<file path="src/hdl/lkfr_pkg.sv">
`timescale 1ns / 1ps
`default_nettype none
package lkfr_pkg;
  typedef enum logic [1:0] {
    MODE_RECORD = 2'd0,
    MODE_SET_EVICT = 2'd1,
    MODE_REMOVE = 2'd2,
    MODE_EVICT = 2'd3
  } mode_t;

  typedef enum logic [2:0] {
    ST_IDLE,
    ST_READ,
    ST_WRITE,
    ST_SCAN,
    ST_SCAN_LAST,
    ST_DONE
  } state_t;

  localparam logic [0:0] REG_K_DEPTH = 1'd0;
  localparam logic [0:0] REG_FRAMES_IN_USE = 1'd1;
endpackage
`default_nettype wire

</file>
<file path="src/hdl/lkfr_ram.sv">
`timescale 1ns / 1ps
`default_nettype none
module lkfr_ram #(
  parameter int WIDTH = 8,
  parameter int DEPTH = 16
) (
  input  wire logic                     clk,
  input  wire logic                     we,
  input  wire logic [$clog2(DEPTH)-1:0] waddr,
  input  wire logic [WIDTH-1:0]         wdata,
  input  wire logic [$clog2(DEPTH)-1:0] raddr,
  output logic      [WIDTH-1:0]         rdata
);
  logic [WIDTH-1:0] mem [DEPTH];

  always_ff @(posedge clk) begin
    if (we) begin
      mem[waddr] <= wdata;
    end
    rdata <= mem[raddr];
  end
endmodule
`default_nettype wire

</file>
<file path="src/hdl/lru_k_frame_replacer.sv">
`timescale 1ns / 1ps
// One request is handled at a time. Record, set evictable and remove pass through
// a history memory read step, a write step and the output register; only record
// writes the history memory. Evict walks every frame's history row through the
// single read port of the history memory, one frame per cycle. The result waits
// in an output register, and the next request is taken in the cycle after it has
// been delivered. The history row of each frame holds MAX_K stamps in one memory
// word, oldest first.
`default_nettype none
module lru_k_frame_replacer #(
  parameter int FRAME_COUNT = 16,
  parameter int MAX_K = 4,
  parameter int STAMP_WIDTH = 32
) (
  input  wire logic        clk,
  input  wire logic        rst,
  input  wire logic        s_tvalid,
  output logic             s_tready,
  // mode[1:0], frame[9:2], evictable[10], zero fill
  input  wire logic [15:0] s_tdata,
  output logic             m_tvalid,
  input  wire logic        m_tready,
  // success[0], victim_frame[4:1], evictable_count[9:5], bad_frame[10], zero fill
  output logic      [15:0] m_tdata,
  input  wire logic        psel,
  input  wire logic        penable,
  input  wire logic        pwrite,
  input  wire logic [2:2]  paddr,
  input  wire logic [31:0] pwdata,
  output logic      [31:0] prdata,
  output logic             pready
);
  localparam int FW = (FRAME_COUNT > 1) ? $clog2(FRAME_COUNT) : 1;
  localparam int CW = $clog2(FRAME_COUNT + 1);
  localparam int HW = $clog2(MAX_K + 1);
  localparam int KW = (MAX_K > 1) ? $clog2(MAX_K) : 1;
  localparam int RW = STAMP_WIDTH * MAX_K;

  logic [2:0] k_depth;
  logic [4:0] frames_in_use;

  assign pready = 1'b1;
  always_comb begin
    unique case (paddr[2])
      lkfr_pkg::REG_K_DEPTH: prdata = {29'd0, k_depth};
      default: prdata = {27'd0, frames_in_use};
    endcase
  end

  always_ff @(posedge clk) begin
    if (rst) begin
      k_depth <= 3'd2;
      frames_in_use <= 5'd16;
    end else if (psel && penable && pwrite) begin
      unique case (paddr[2])
        lkfr_pkg::REG_K_DEPTH: k_depth <= pwdata[2:0];
        default: frames_in_use <= pwdata[4:0];
      endcase
    end
  end

  logic [HW-1:0] eff_k;
  logic [8:0] limit;
  always_comb begin
    if (k_depth == 3'd0) begin
      eff_k = HW'(1);
    end else if (32'(k_depth) > MAX_K) begin
      eff_k = HW'(MAX_K);
    end else begin
      eff_k = HW'(k_depth);
    end
    if (32'(frames_in_use) > FRAME_COUNT) begin
      limit = 9'(FRAME_COUNT);
    end else begin
      limit = 9'(frames_in_use);
    end
  end

  lkfr_pkg::state_t state, state_next;
  lkfr_pkg::mode_t mode;
  logic [FW-1:0] fsel;
  logic valid_id, ev_in;
  logic [STAMP_WIDTH-1:0] timestamp;
  logic [HW-1:0] hcount [FRAME_COUNT];
  logic [FRAME_COUNT-1:0] eflags;
  logic [CW-1:0] etotal;

  logic [FW-1:0] scan_idx;
  logic best_found;
  logic [1:0] best_tier;
  logic [STAMP_WIDTH-1:0] best_age;
  logic [FW-1:0] best_id;
  logic [FW-1:0] rd_id;

  logic ram_we;
  logic [FW-1:0] ram_waddr, ram_raddr;
  logic [RW-1:0] ram_wdata, ram_rdata;

  lkfr_ram #(.WIDTH(RW), .DEPTH(1 << FW)) u_hist (
    .clk(clk), .we(ram_we), .waddr(ram_waddr), .wdata(ram_wdata),
    .raddr(ram_raddr), .rdata(ram_rdata)
  );

  logic accept;
  assign s_tready = (state == lkfr_pkg::ST_IDLE) && !m_tvalid;
  assign accept = s_tvalid && s_tready;

  always_comb begin
    state_next = state;
    ram_raddr = (state == lkfr_pkg::ST_IDLE) ? FW'(0) : scan_idx;
    unique case (state)
      lkfr_pkg::ST_IDLE: begin
        if (accept) begin
          state_next = (lkfr_pkg::mode_t'(s_tdata[1:0]) == lkfr_pkg::MODE_EVICT) ?
                       lkfr_pkg::ST_SCAN : lkfr_pkg::ST_READ;
        end
      end
      lkfr_pkg::ST_READ: begin
        ram_raddr = fsel;
        state_next = lkfr_pkg::ST_WRITE;
      end
      lkfr_pkg::ST_WRITE: state_next = lkfr_pkg::ST_DONE;
      lkfr_pkg::ST_SCAN: begin
        if (32'(scan_idx) == FRAME_COUNT - 1) begin
          state_next = lkfr_pkg::ST_SCAN_LAST;
        end
      end
      lkfr_pkg::ST_SCAN_LAST: state_next = lkfr_pkg::ST_DONE;
      default: state_next = lkfr_pkg::ST_IDLE;
    endcase
  end

  // History row update for a record request.
  logic [HW-1:0] n_cur;
  logic [RW-1:0] row_new;
  logic [HW-1:0] n_new;
  always_comb begin
    n_cur = (32'(hcount[fsel]) > MAX_K) ? HW'(MAX_K) : hcount[fsel];
    row_new = ram_rdata;
    n_new = n_cur + HW'(1);
    if (n_cur >= eff_k) begin
      for (int i = 0; i < MAX_K; i++) begin
        if (HW'(i) + HW'(1) < eff_k) begin
          row_new[i*STAMP_WIDTH +: STAMP_WIDTH] =
            ram_rdata[(i + int'(n_cur) - int'(eff_k) + 1)*STAMP_WIDTH +: STAMP_WIDTH];
        end
      end
      n_new = eff_k;
    end
    for (int i = 0; i < MAX_K; i++) begin
      if (HW'(i) + HW'(1) == n_new) begin
        row_new[i*STAMP_WIDTH +: STAMP_WIDTH] = timestamp;
      end
    end
  end

  assign ram_we = (state == lkfr_pkg::ST_WRITE) && (mode == lkfr_pkg::MODE_RECORD) && valid_id;
  assign ram_waddr = fsel;
  assign ram_wdata = row_new;

  // Scoring of the row read in the previous cycle.
  logic [HW-1:0] n_rd;
  logic [1:0] tier;
  logic [KW-1:0] sidx;
  logic [STAMP_WIDTH-1:0] age;
  logic better;
  always_comb begin
    n_rd = (32'(hcount[rd_id]) > MAX_K) ? HW'(MAX_K) : hcount[rd_id];
    if (n_rd == HW'(0)) begin
      tier = 2'd2;
      sidx = KW'(0);
    end else if (n_rd < eff_k) begin
      tier = 2'd1;
      sidx = KW'(0);
    end else begin
      tier = 2'd0;
      sidx = KW'(n_rd - eff_k);
    end
    age = (tier == 2'd2) ? '0 :
          timestamp - ram_rdata[sidx*STAMP_WIDTH +: STAMP_WIDTH];
    better = eflags[rd_id] &&
             (!best_found || tier > best_tier || (tier == best_tier && age > best_age));
  end

  logic scoring;
  assign scoring = (state == lkfr_pkg::ST_SCAN && scan_idx != FW'(0)) ||
                   (state == lkfr_pkg::ST_SCAN_LAST);

  logic res_success, res_bad;
  logic [3:0] res_victim;

  always_ff @(posedge clk) begin
    if (rst) begin
      state <= lkfr_pkg::ST_IDLE;
      timestamp <= '0;
      eflags <= '0;
      etotal <= '0;
      m_tvalid <= 1'b0;
      for (int i = 0; i < FRAME_COUNT; i++) begin
        hcount[i] <= '0;
      end
    end else begin
      state <= state_next;
      if (m_tvalid && m_tready) begin
        m_tvalid <= 1'b0;
      end
      unique case (state)
        lkfr_pkg::ST_IDLE: begin
          if (accept) begin
            mode <= lkfr_pkg::mode_t'(s_tdata[1:0]);
            valid_id <= {1'b0, s_tdata[9:2]} < limit;
            fsel <= ({1'b0, s_tdata[9:2]} < limit) ? FW'(s_tdata[9:2]) : FW'(0);
            ev_in <= s_tdata[10];
            timestamp <= timestamp + STAMP_WIDTH'(1);
            scan_idx <= FW'(0);
            best_found <= 1'b0;
            res_success <= 1'b0;
            res_bad <= 1'b0;
            res_victim <= 4'd0;
          end
        end
        lkfr_pkg::ST_WRITE: begin
          unique case (mode)
            lkfr_pkg::MODE_RECORD: begin
              if (valid_id) begin
                hcount[fsel] <= n_new;
                res_success <= 1'b1;
              end else begin
                res_bad <= 1'b1;
              end
            end
            lkfr_pkg::MODE_SET_EVICT: begin
              if (valid_id) begin
                if (eflags[fsel] && !ev_in) etotal <= etotal - CW'(1);
                else if (!eflags[fsel] && ev_in) etotal <= etotal + CW'(1);
                eflags[fsel] <= ev_in;
                res_success <= 1'b1;
              end else begin
                res_bad <= 1'b1;
              end
            end
            default: begin
              if (valid_id && eflags[fsel]) begin
                hcount[fsel] <= '0;
                eflags[fsel] <= 1'b0;
                etotal <= etotal - CW'(1);
                res_success <= 1'b1;
              end
            end
          endcase
        end
        lkfr_pkg::ST_SCAN, lkfr_pkg::ST_SCAN_LAST: begin
          rd_id <= scan_idx;
          if (state == lkfr_pkg::ST_SCAN && 32'(scan_idx) != FRAME_COUNT - 1) begin
            scan_idx <= scan_idx + FW'(1);
          end
          if (scoring && better) begin
            best_found <= 1'b1;
            best_tier <= tier;
            best_age <= age;
            best_id <= rd_id;
          end
        end
        lkfr_pkg::ST_DONE: begin
          if (mode == lkfr_pkg::MODE_EVICT && best_found) begin
            hcount[best_id] <= '0;
            eflags[best_id] <= 1'b0;
            etotal <= etotal - CW'(1);
            res_success <= 1'b1;
            res_victim <= 4'(best_id);
          end
          m_tvalid <= 1'b1;
        end
        default: begin
        end
      endcase
    end
  end

  // With a single frame the scan ends at once, and its only row is scored in
  // SCAN_LAST, in the cycle after it was read.
  assign m_tdata = {5'd0, res_bad, 5'(etotal), res_victim, res_success};
endmodule
`default_nettype wire

</file>
<file path="config.mk">
export PLATFORM = sky130hd
export DESIGN_NAME = lru_k_frame_replacer
export DESIGN_NICKNAME = d
export VERILOG_FILES = /design/src/hdl/lkfr_pkg.sv /design/src/hdl/lkfr_ram.sv /design/src/hdl/lru_k_frame_replacer.sv
export SDC_FILE = /design/constraint.sdc
export NUM_CORES = 2
export LEC_CHECK = 0
export ABC_AREA = 0
export BUFFER_PORTS_ARGS = -buffer_cell sky130_fd_sc_hd__buf_2
export CORE_UTILIZATION = 45
export DETAILED_ROUTE_END_ITERATION = 8
export PLACE_DENSITY_LB_ADDON = 0.2
export SLEW_MARGIN = 20
export SYNTH_ARGS = -nofsm -noshare
export SYNTH_HDL_FRONTEND = slang
export SYNTH_SLANG_ARGS = --single-unit
</file>
<file path="constraint.sdc">
create_clock -name clk -period 15.8 [get_ports clk]
set_input_delay 3.16 -clock clk [delete_from_list [all_inputs] [get_ports clk]]
set_output_delay 3.16 -clock clk [all_outputs]
set_load 0.005 [all_outputs]
</file>
# Word level (Yosys, flattened, before mapping)
# Memory sizes are Yosys's and may differ from the RTL's. A register that Yosys moved wholly into a read port is not among the register bits.
# Index checks and enable logic that the tools add are counted.
# op_classes
add_sub_neg,18
magnitude_cmp,18
n_eq_ne,29
n_shift,5
mux,94
bitwise,7
n_reduce_logical,55
# op_table
cell,count
$shiftx A128 B11 Y32,3
$mux W32,9
$mux W128,1
$shiftx A128 B10 Y32,1
$shiftx A128 B8 Y32,1
$pmux W16 S2,2
$mux W16,3
$mux W4,10
$mux W1,35
$mux W5,7
$add A32 B1 Y32 const B,1
$and A16 B16 Y16,2
$gt A32 B32 Y1,1
$not A16 Y16,2
$sub A32 B32 Y32,1
$mux W3,10
$pmux W5 S2,2
$add A5 B2 Y6 const B,3
$logic_and A1 B1 Y1,18
$bwmux W16,1
$ne A2 B2 Y1 const B,8
$pmux W4 S2,2
$lt A4 B5 Y1 const B,3
$sub A4 B3 Y5,3
55 further kinds,97
# totals
ff_bits,126
ramBits,2096
input_bits,56
out_inout_bits,51
elab_cells,248
mem_count,2
# memory_table
name,depth,word_bits,rd,rd_ports_with_merged_regs,wr,line,source
u_hist.mem,16,128,1,1,1,lkfr_ram.sv:14,logic [WIDTH-1:0] mem [DEPTH];
hcount,16,3,2,2,16,lru_k_frame_replacer.sv:84,logic [HW-1:0] hcount [FRAME_COUNT];

# Longest topological paths before layout
# depth
ltp_word,16
mapped_depth,35
depth_no_buf,31

# By module
# From an unflattened synthesis, not the netlist that was laid out.
# unflattened
hier_cells,5416
area_unflattened_um2,97124.4
# modules_own_cells
mod,n_inst,cells_each,area_per_inst_um2,seq_area_each_um2
lkfr_ram,1,3365,79331.1,64061.4
lru_k_frame_replacer,1,2051,17793.3,4734.5

# Worst setup path before layout
# No wires, ideal clock.
# synth_path
kind,reg-to-reg
startpoint,register state[2]
endpoint,"memory u_hist.mem[15][0] in the netlist's numbering, enable pin"
setup_time_ns,0.772
arrival_ns,9.699
required_ns,15.028
setup_slack_ns,5.329
stages_incl_launch_ff,6
n_path_buf,1
period_less_slack_ns,10.471
cell_sequence,dfxtp_1 > clkbuf_1 > nor2_1 > and3_1 > nand2_1 > nor3_1
# synth_between
elab_chain_cells,5
# synth_lines
item,line,source
start: declaration,lru_k_frame_replacer.sv:79,"lkfr_pkg::state_t state, state_next;"
start signal: assignment,lru_k_frame_replacer.sv:194,state <= lkfr_pkg::ST_IDLE;
start signal: assignment,lru_k_frame_replacer.sv:203,state <= state_next;
$eq A3 B2 Y1,lru_k_frame_replacer.sv:157,assign ram_we = (state == lkfr_pkg::ST_WRITE) && (mode == lkfr_pkg::MODE_RECORD) && valid_id;
$logic_and A1 B1 Y1 (2 in a row),lru_k_frame_replacer.sv:157,
$mux W1,lkfr_ram.sv:17,if (we) begin
$mux W1 (not written as such),lkfr_ram.sv:18,mem[waddr] <= wdata;
end: declaration,lkfr_ram.sv:14,
# Every way passes these cells.

==> metrics.cfg <==
[worst_setup_path]
crit_path_start_kind = flip-flop
timing.critical_path.arrival_ps = 10240
critical_path.endpoint_type = flip-flop
max_fanout_on_critical_path = 37
slowest_delay_ps = 900
cp_slowest_cell = sky130_fd_sc_hd__dfxtp_1
required_ps = 16430
type_of_the_worst_setup_path = reg -> reg

[layout]
syn2layout_area_growth_pct = 11.17
stdcell_count = 11250
drive_above_1_share = 0.1031
design.final.nets = 8217

[routing]
ant_nets = 0
first_iter_violations = 7566
vias_per_cell = 5.891
post_drt_wl_per_cell_um = 24.82
post-route-drc-count = 0
detail_route.first_pass.iterations = 6
detailroute.via_count = 66270
finalWirelength_um = 279200

[timing]
totalNegativeSetupSlack_ps = 0
setup_viol_count_final = 0
period_needed_ps = 9608
rsz_0062_raised_after_global_routing = false
whs_ps = 489.6
achievable-frequency_mhz = 104.1
fin_skew_ps = 54.91
period_share = 0.6081
slew_violations = 0
final-hold-violation-count = 0
timing.max_slew.rel_slack = 0.2100
worstMarginPinSlew_ps = 1185

[grt]
vias_in_the_first_global_route = 62840
grt_max_degree = 177
first_pass_grt_wire_length_um = 411100
grt_use_total = 0.2446
grt-ovfl-total = 0
grt_antenna_before_repair = 11

[clock_network]
ctsResizeCount = 0
ctsHtreeMaxLevel = 4
tritoncts = done
clock_insertion_delay_worst_skew_ps = 890
cts-buffers-inserted = 233
cts_max_path_buffers = 3
clk_transition_reported_paths_ps = 60
clkSinkCount = 2358
cts-hold-fix-buffers = 0
cts_root_buffer = sky130_fd_sc_hd__clkbuf_16
post_cts.repair.setup_buffers = 0

[floorplanning]
rows = 173
die-height_um = 474.9
floorplan.initialDensity = 0.4528
die-area_mm2 = 0.2256
core_area_mm2 = 0.2223
floorplan.die.width_um = 474.9
num_io_pins = 107

[power]
power.leakage_uw = 0.03885
cell_area_power_density_mw_per_mm2 = 206.4
power.ir.vdd_worst_mv = 0.1817

[run]
cap_viol_max_count = 0

[placed_design]
io_buffers = 41
post-dp-hpwl_um = 136800
gp_congestion = 0.8623
placedCellCount = 10810

[synth]
synthCells = 8197
ys_dominant_reg_cell = sky130_fd_sc_hd__edfxtp_1
synth-async-reset-ratio = 0
synth_seq_area_share = 0.6835
synth.ff_latch_count = 2358
synth.yosys.warnings = 0
synth.lib_cells_used.distinct = 77
number_of_flops_mapped_to_enable_cells_by_yosys = 2157
syn-cell-area_mm2 = 0.1007
avgSynthCellArea_um2 = 12.28

[hold_path]
min-delay-start = etotal[4]
min-delay-path-class = reg -> reg

[outcome]
outcome = finished clean

cell usage after synthesis, types with 24 or more instances:
master,count,share of area
sky130_fd_sc_hd__mux2_2,47,0.0053
sky130_fd_sc_hd__edfxtp_1,2157,0.64
sky130_fd_sc_hd__inv_1,76,0.0028
sky130_fd_sc_hd__o21ai_0,94,0.0047
sky130_fd_sc_hd__and2_1,24,0.0015
sky130_fd_sc_hd__nor3b_1,38,0.0028
sky130_fd_sc_hd__nand2b_1,37,0.0023
sky130_fd_sc_hd__a22oi_1,34,0.0025
sky130_fd_sc_hd__buf_1,43,0.0016
sky130_fd_sc_hd__a311oi_1,257,0.022
sky130_fd_sc_hd__ha_1,89,0.011
sky130_fd_sc_hd__xor2_1,36,0.0031
sky130_fd_sc_hd__a21oi_1,202,0.010
sky130_fd_sc_hd__dfxtp_1,201,0.040
sky130_fd_sc_hd__clkbuf_1,472,0.018
sky130_fd_sc_hd__and3_1,169,0.011
sky130_fd_sc_hd__nor2_1,275,0.010
sky130_fd_sc_hd__a31oi_1,151,0.0094
sky130_fd_sc_hd__a21o_1,32,0.0024
sky130_fd_sc_hd__buf_2,38,0.0019
sky130_fd_sc_hd__mux2i_1,75,0.0075
sky130_fd_sc_hd__buf_4,41,0.0031
sky130_fd_sc_hd__mux4_2,129,0.029
sky130_fd_sc_hd__mux2_4,24,0.0036
sky130_fd_sc_hd__xnor2_1,25,0.0022
sky130_fd_sc_hd__nand2_1,2172,0.081
sky130_fd_sc_hd__nand3_1,1067,0.053
cells by family after synthesis:
| group | count (synthesis) | share of synthesized area |
|---|---|---|
| compound gates | 839 | 0.05682 |
| flops | 2358 | 0.6835 |
| other cells | 2 | 0.00007461 |
| xor+xnor | 61 | 0.005308 |
| buf+inv | 682 | 0.02821 |
| fa+ha+maj | 95 | 0.01226 |
| simple gates | 3884 | 0.1684 |
| mux | 276 | 0.04539 |
power breakdown:
| group | internal [uW] | switching (uW) | total (uW) |
|---|---|---|---|
| clock network | 3250 | 2360 | 5610 |
| logic | 2520 | 5930 | 8450 |
| registers | 8690 | 335 | 9030 |
| total | 14500 | 8630 | 23100 |
state kept, by name, indices dropped and copies added (netlist names), 2 cells and up, named ones only:
| name | count |
|---|---|
| scan_idx | 4 |
| best_age | 32 |
| etotal | 5 |
| mode | 2 |
| fsel | 4 |
| hcount | 48 |
| u_hist.rdata | 128 |
| u_hist.mem | 2048 |
| best_id | 4 |
| timestamp | 32 |
| eflags | 16 |
| best_tier | 2 |
| k_depth | 3 |
| res_victim | 4 |
| frames_in_use | 5 |
| rd_id | 4 |
| state | 3 |
path summary, 6_finish.rpt:
| path | endpoint | slack [ps] | cells after the start |
|---|---|---|---|
| worst max-delay path | best_age[24] | 6190 | 30 |
| worst min-delay path | etotal[4] | 490 | 2 |
| worst max register to register | best_age[24] | 6190 | 30 |
| worst min register to register | etotal[4] | 490 | 2 |
layout by cell type (no fill, tap or decap), types with 37 or more instances in the layout:
cell type                   count
sky130_fd_sc_hd__a21oi_1      152
sky130_fd_sc_hd__a21oi_2       49
sky130_fd_sc_hd__a311oi_1     257
sky130_fd_sc_hd__a31oi_1      151
sky130_fd_sc_hd__and3_1       169
sky130_fd_sc_hd__buf_2         40
sky130_fd_sc_hd__buf_4        149
sky130_fd_sc_hd__clkbuf_1      74
sky130_fd_sc_hd__clkbuf_16    235
sky130_fd_sc_hd__dfxtp_1      201
sky130_fd_sc_hd__edfxtp_1    2157
sky130_fd_sc_hd__ha_1          85
sky130_fd_sc_hd__inv_1         76
sky130_fd_sc_hd__mux2_2        47
sky130_fd_sc_hd__mux2i_1       75
sky130_fd_sc_hd__mux4_2       129
sky130_fd_sc_hd__nand2_1     2170
sky130_fd_sc_hd__nand2b_1      37
sky130_fd_sc_hd__nand3_1     1067
sky130_fd_sc_hd__nor2_1       257
sky130_fd_sc_hd__nor3b_1       38
sky130_fd_sc_hd__o21ai_0       91
through the flow:
step	power [uW]	setup slack, ps	area [um2]	utilization
floorplan	14450	5329	100800	-
CTS	23040	6019	111700	0.5026
global placement	17260	5985	103900	0.4675
global route	24130	5364	111900	0.5033
finish	23090	6192	111900	0.5033
detailed placement	17440	6035	104000	0.4677
layer usage:
layer | track usage | share of wire
met5 | 0 | 0.000047
met2 | 0.3864 | 0.46
met4 | 0.06702 | 0.026
met1 | 0.3468 | 0.43
met3 | 0.04384 | 0.086
area by class of cell:
| class | count | area (um2) |
|---|---|---|
| tap | 2975 | 3722 |
| timing repair buffer | 209 | 1727 |
| antenna | 1 | 2.502 |
| inverter | 76 | 285.3 |
| clock inverter | 112 | 1310 |
| multi-input combinational | 5188 | 29600 |
| sequential | 2358 | 68800 |
| clock buffer | 330 | 6447 |
| fill | 19000 | 110400 |
worst max-delay path, delay by kind of cell, from the launching register on:
family | cells | cell delay (ps)
buffers and inverters | 3 | 940
muxes | 3 | 960
and+or+nand+nor | 6 | 1240
DFF | 1 | 900
AOI/OAI and AO/OA | 14 | 4030
adders and majority gates | 4 | 1220
Note: power is estimated with default switching activity, not from simulation.
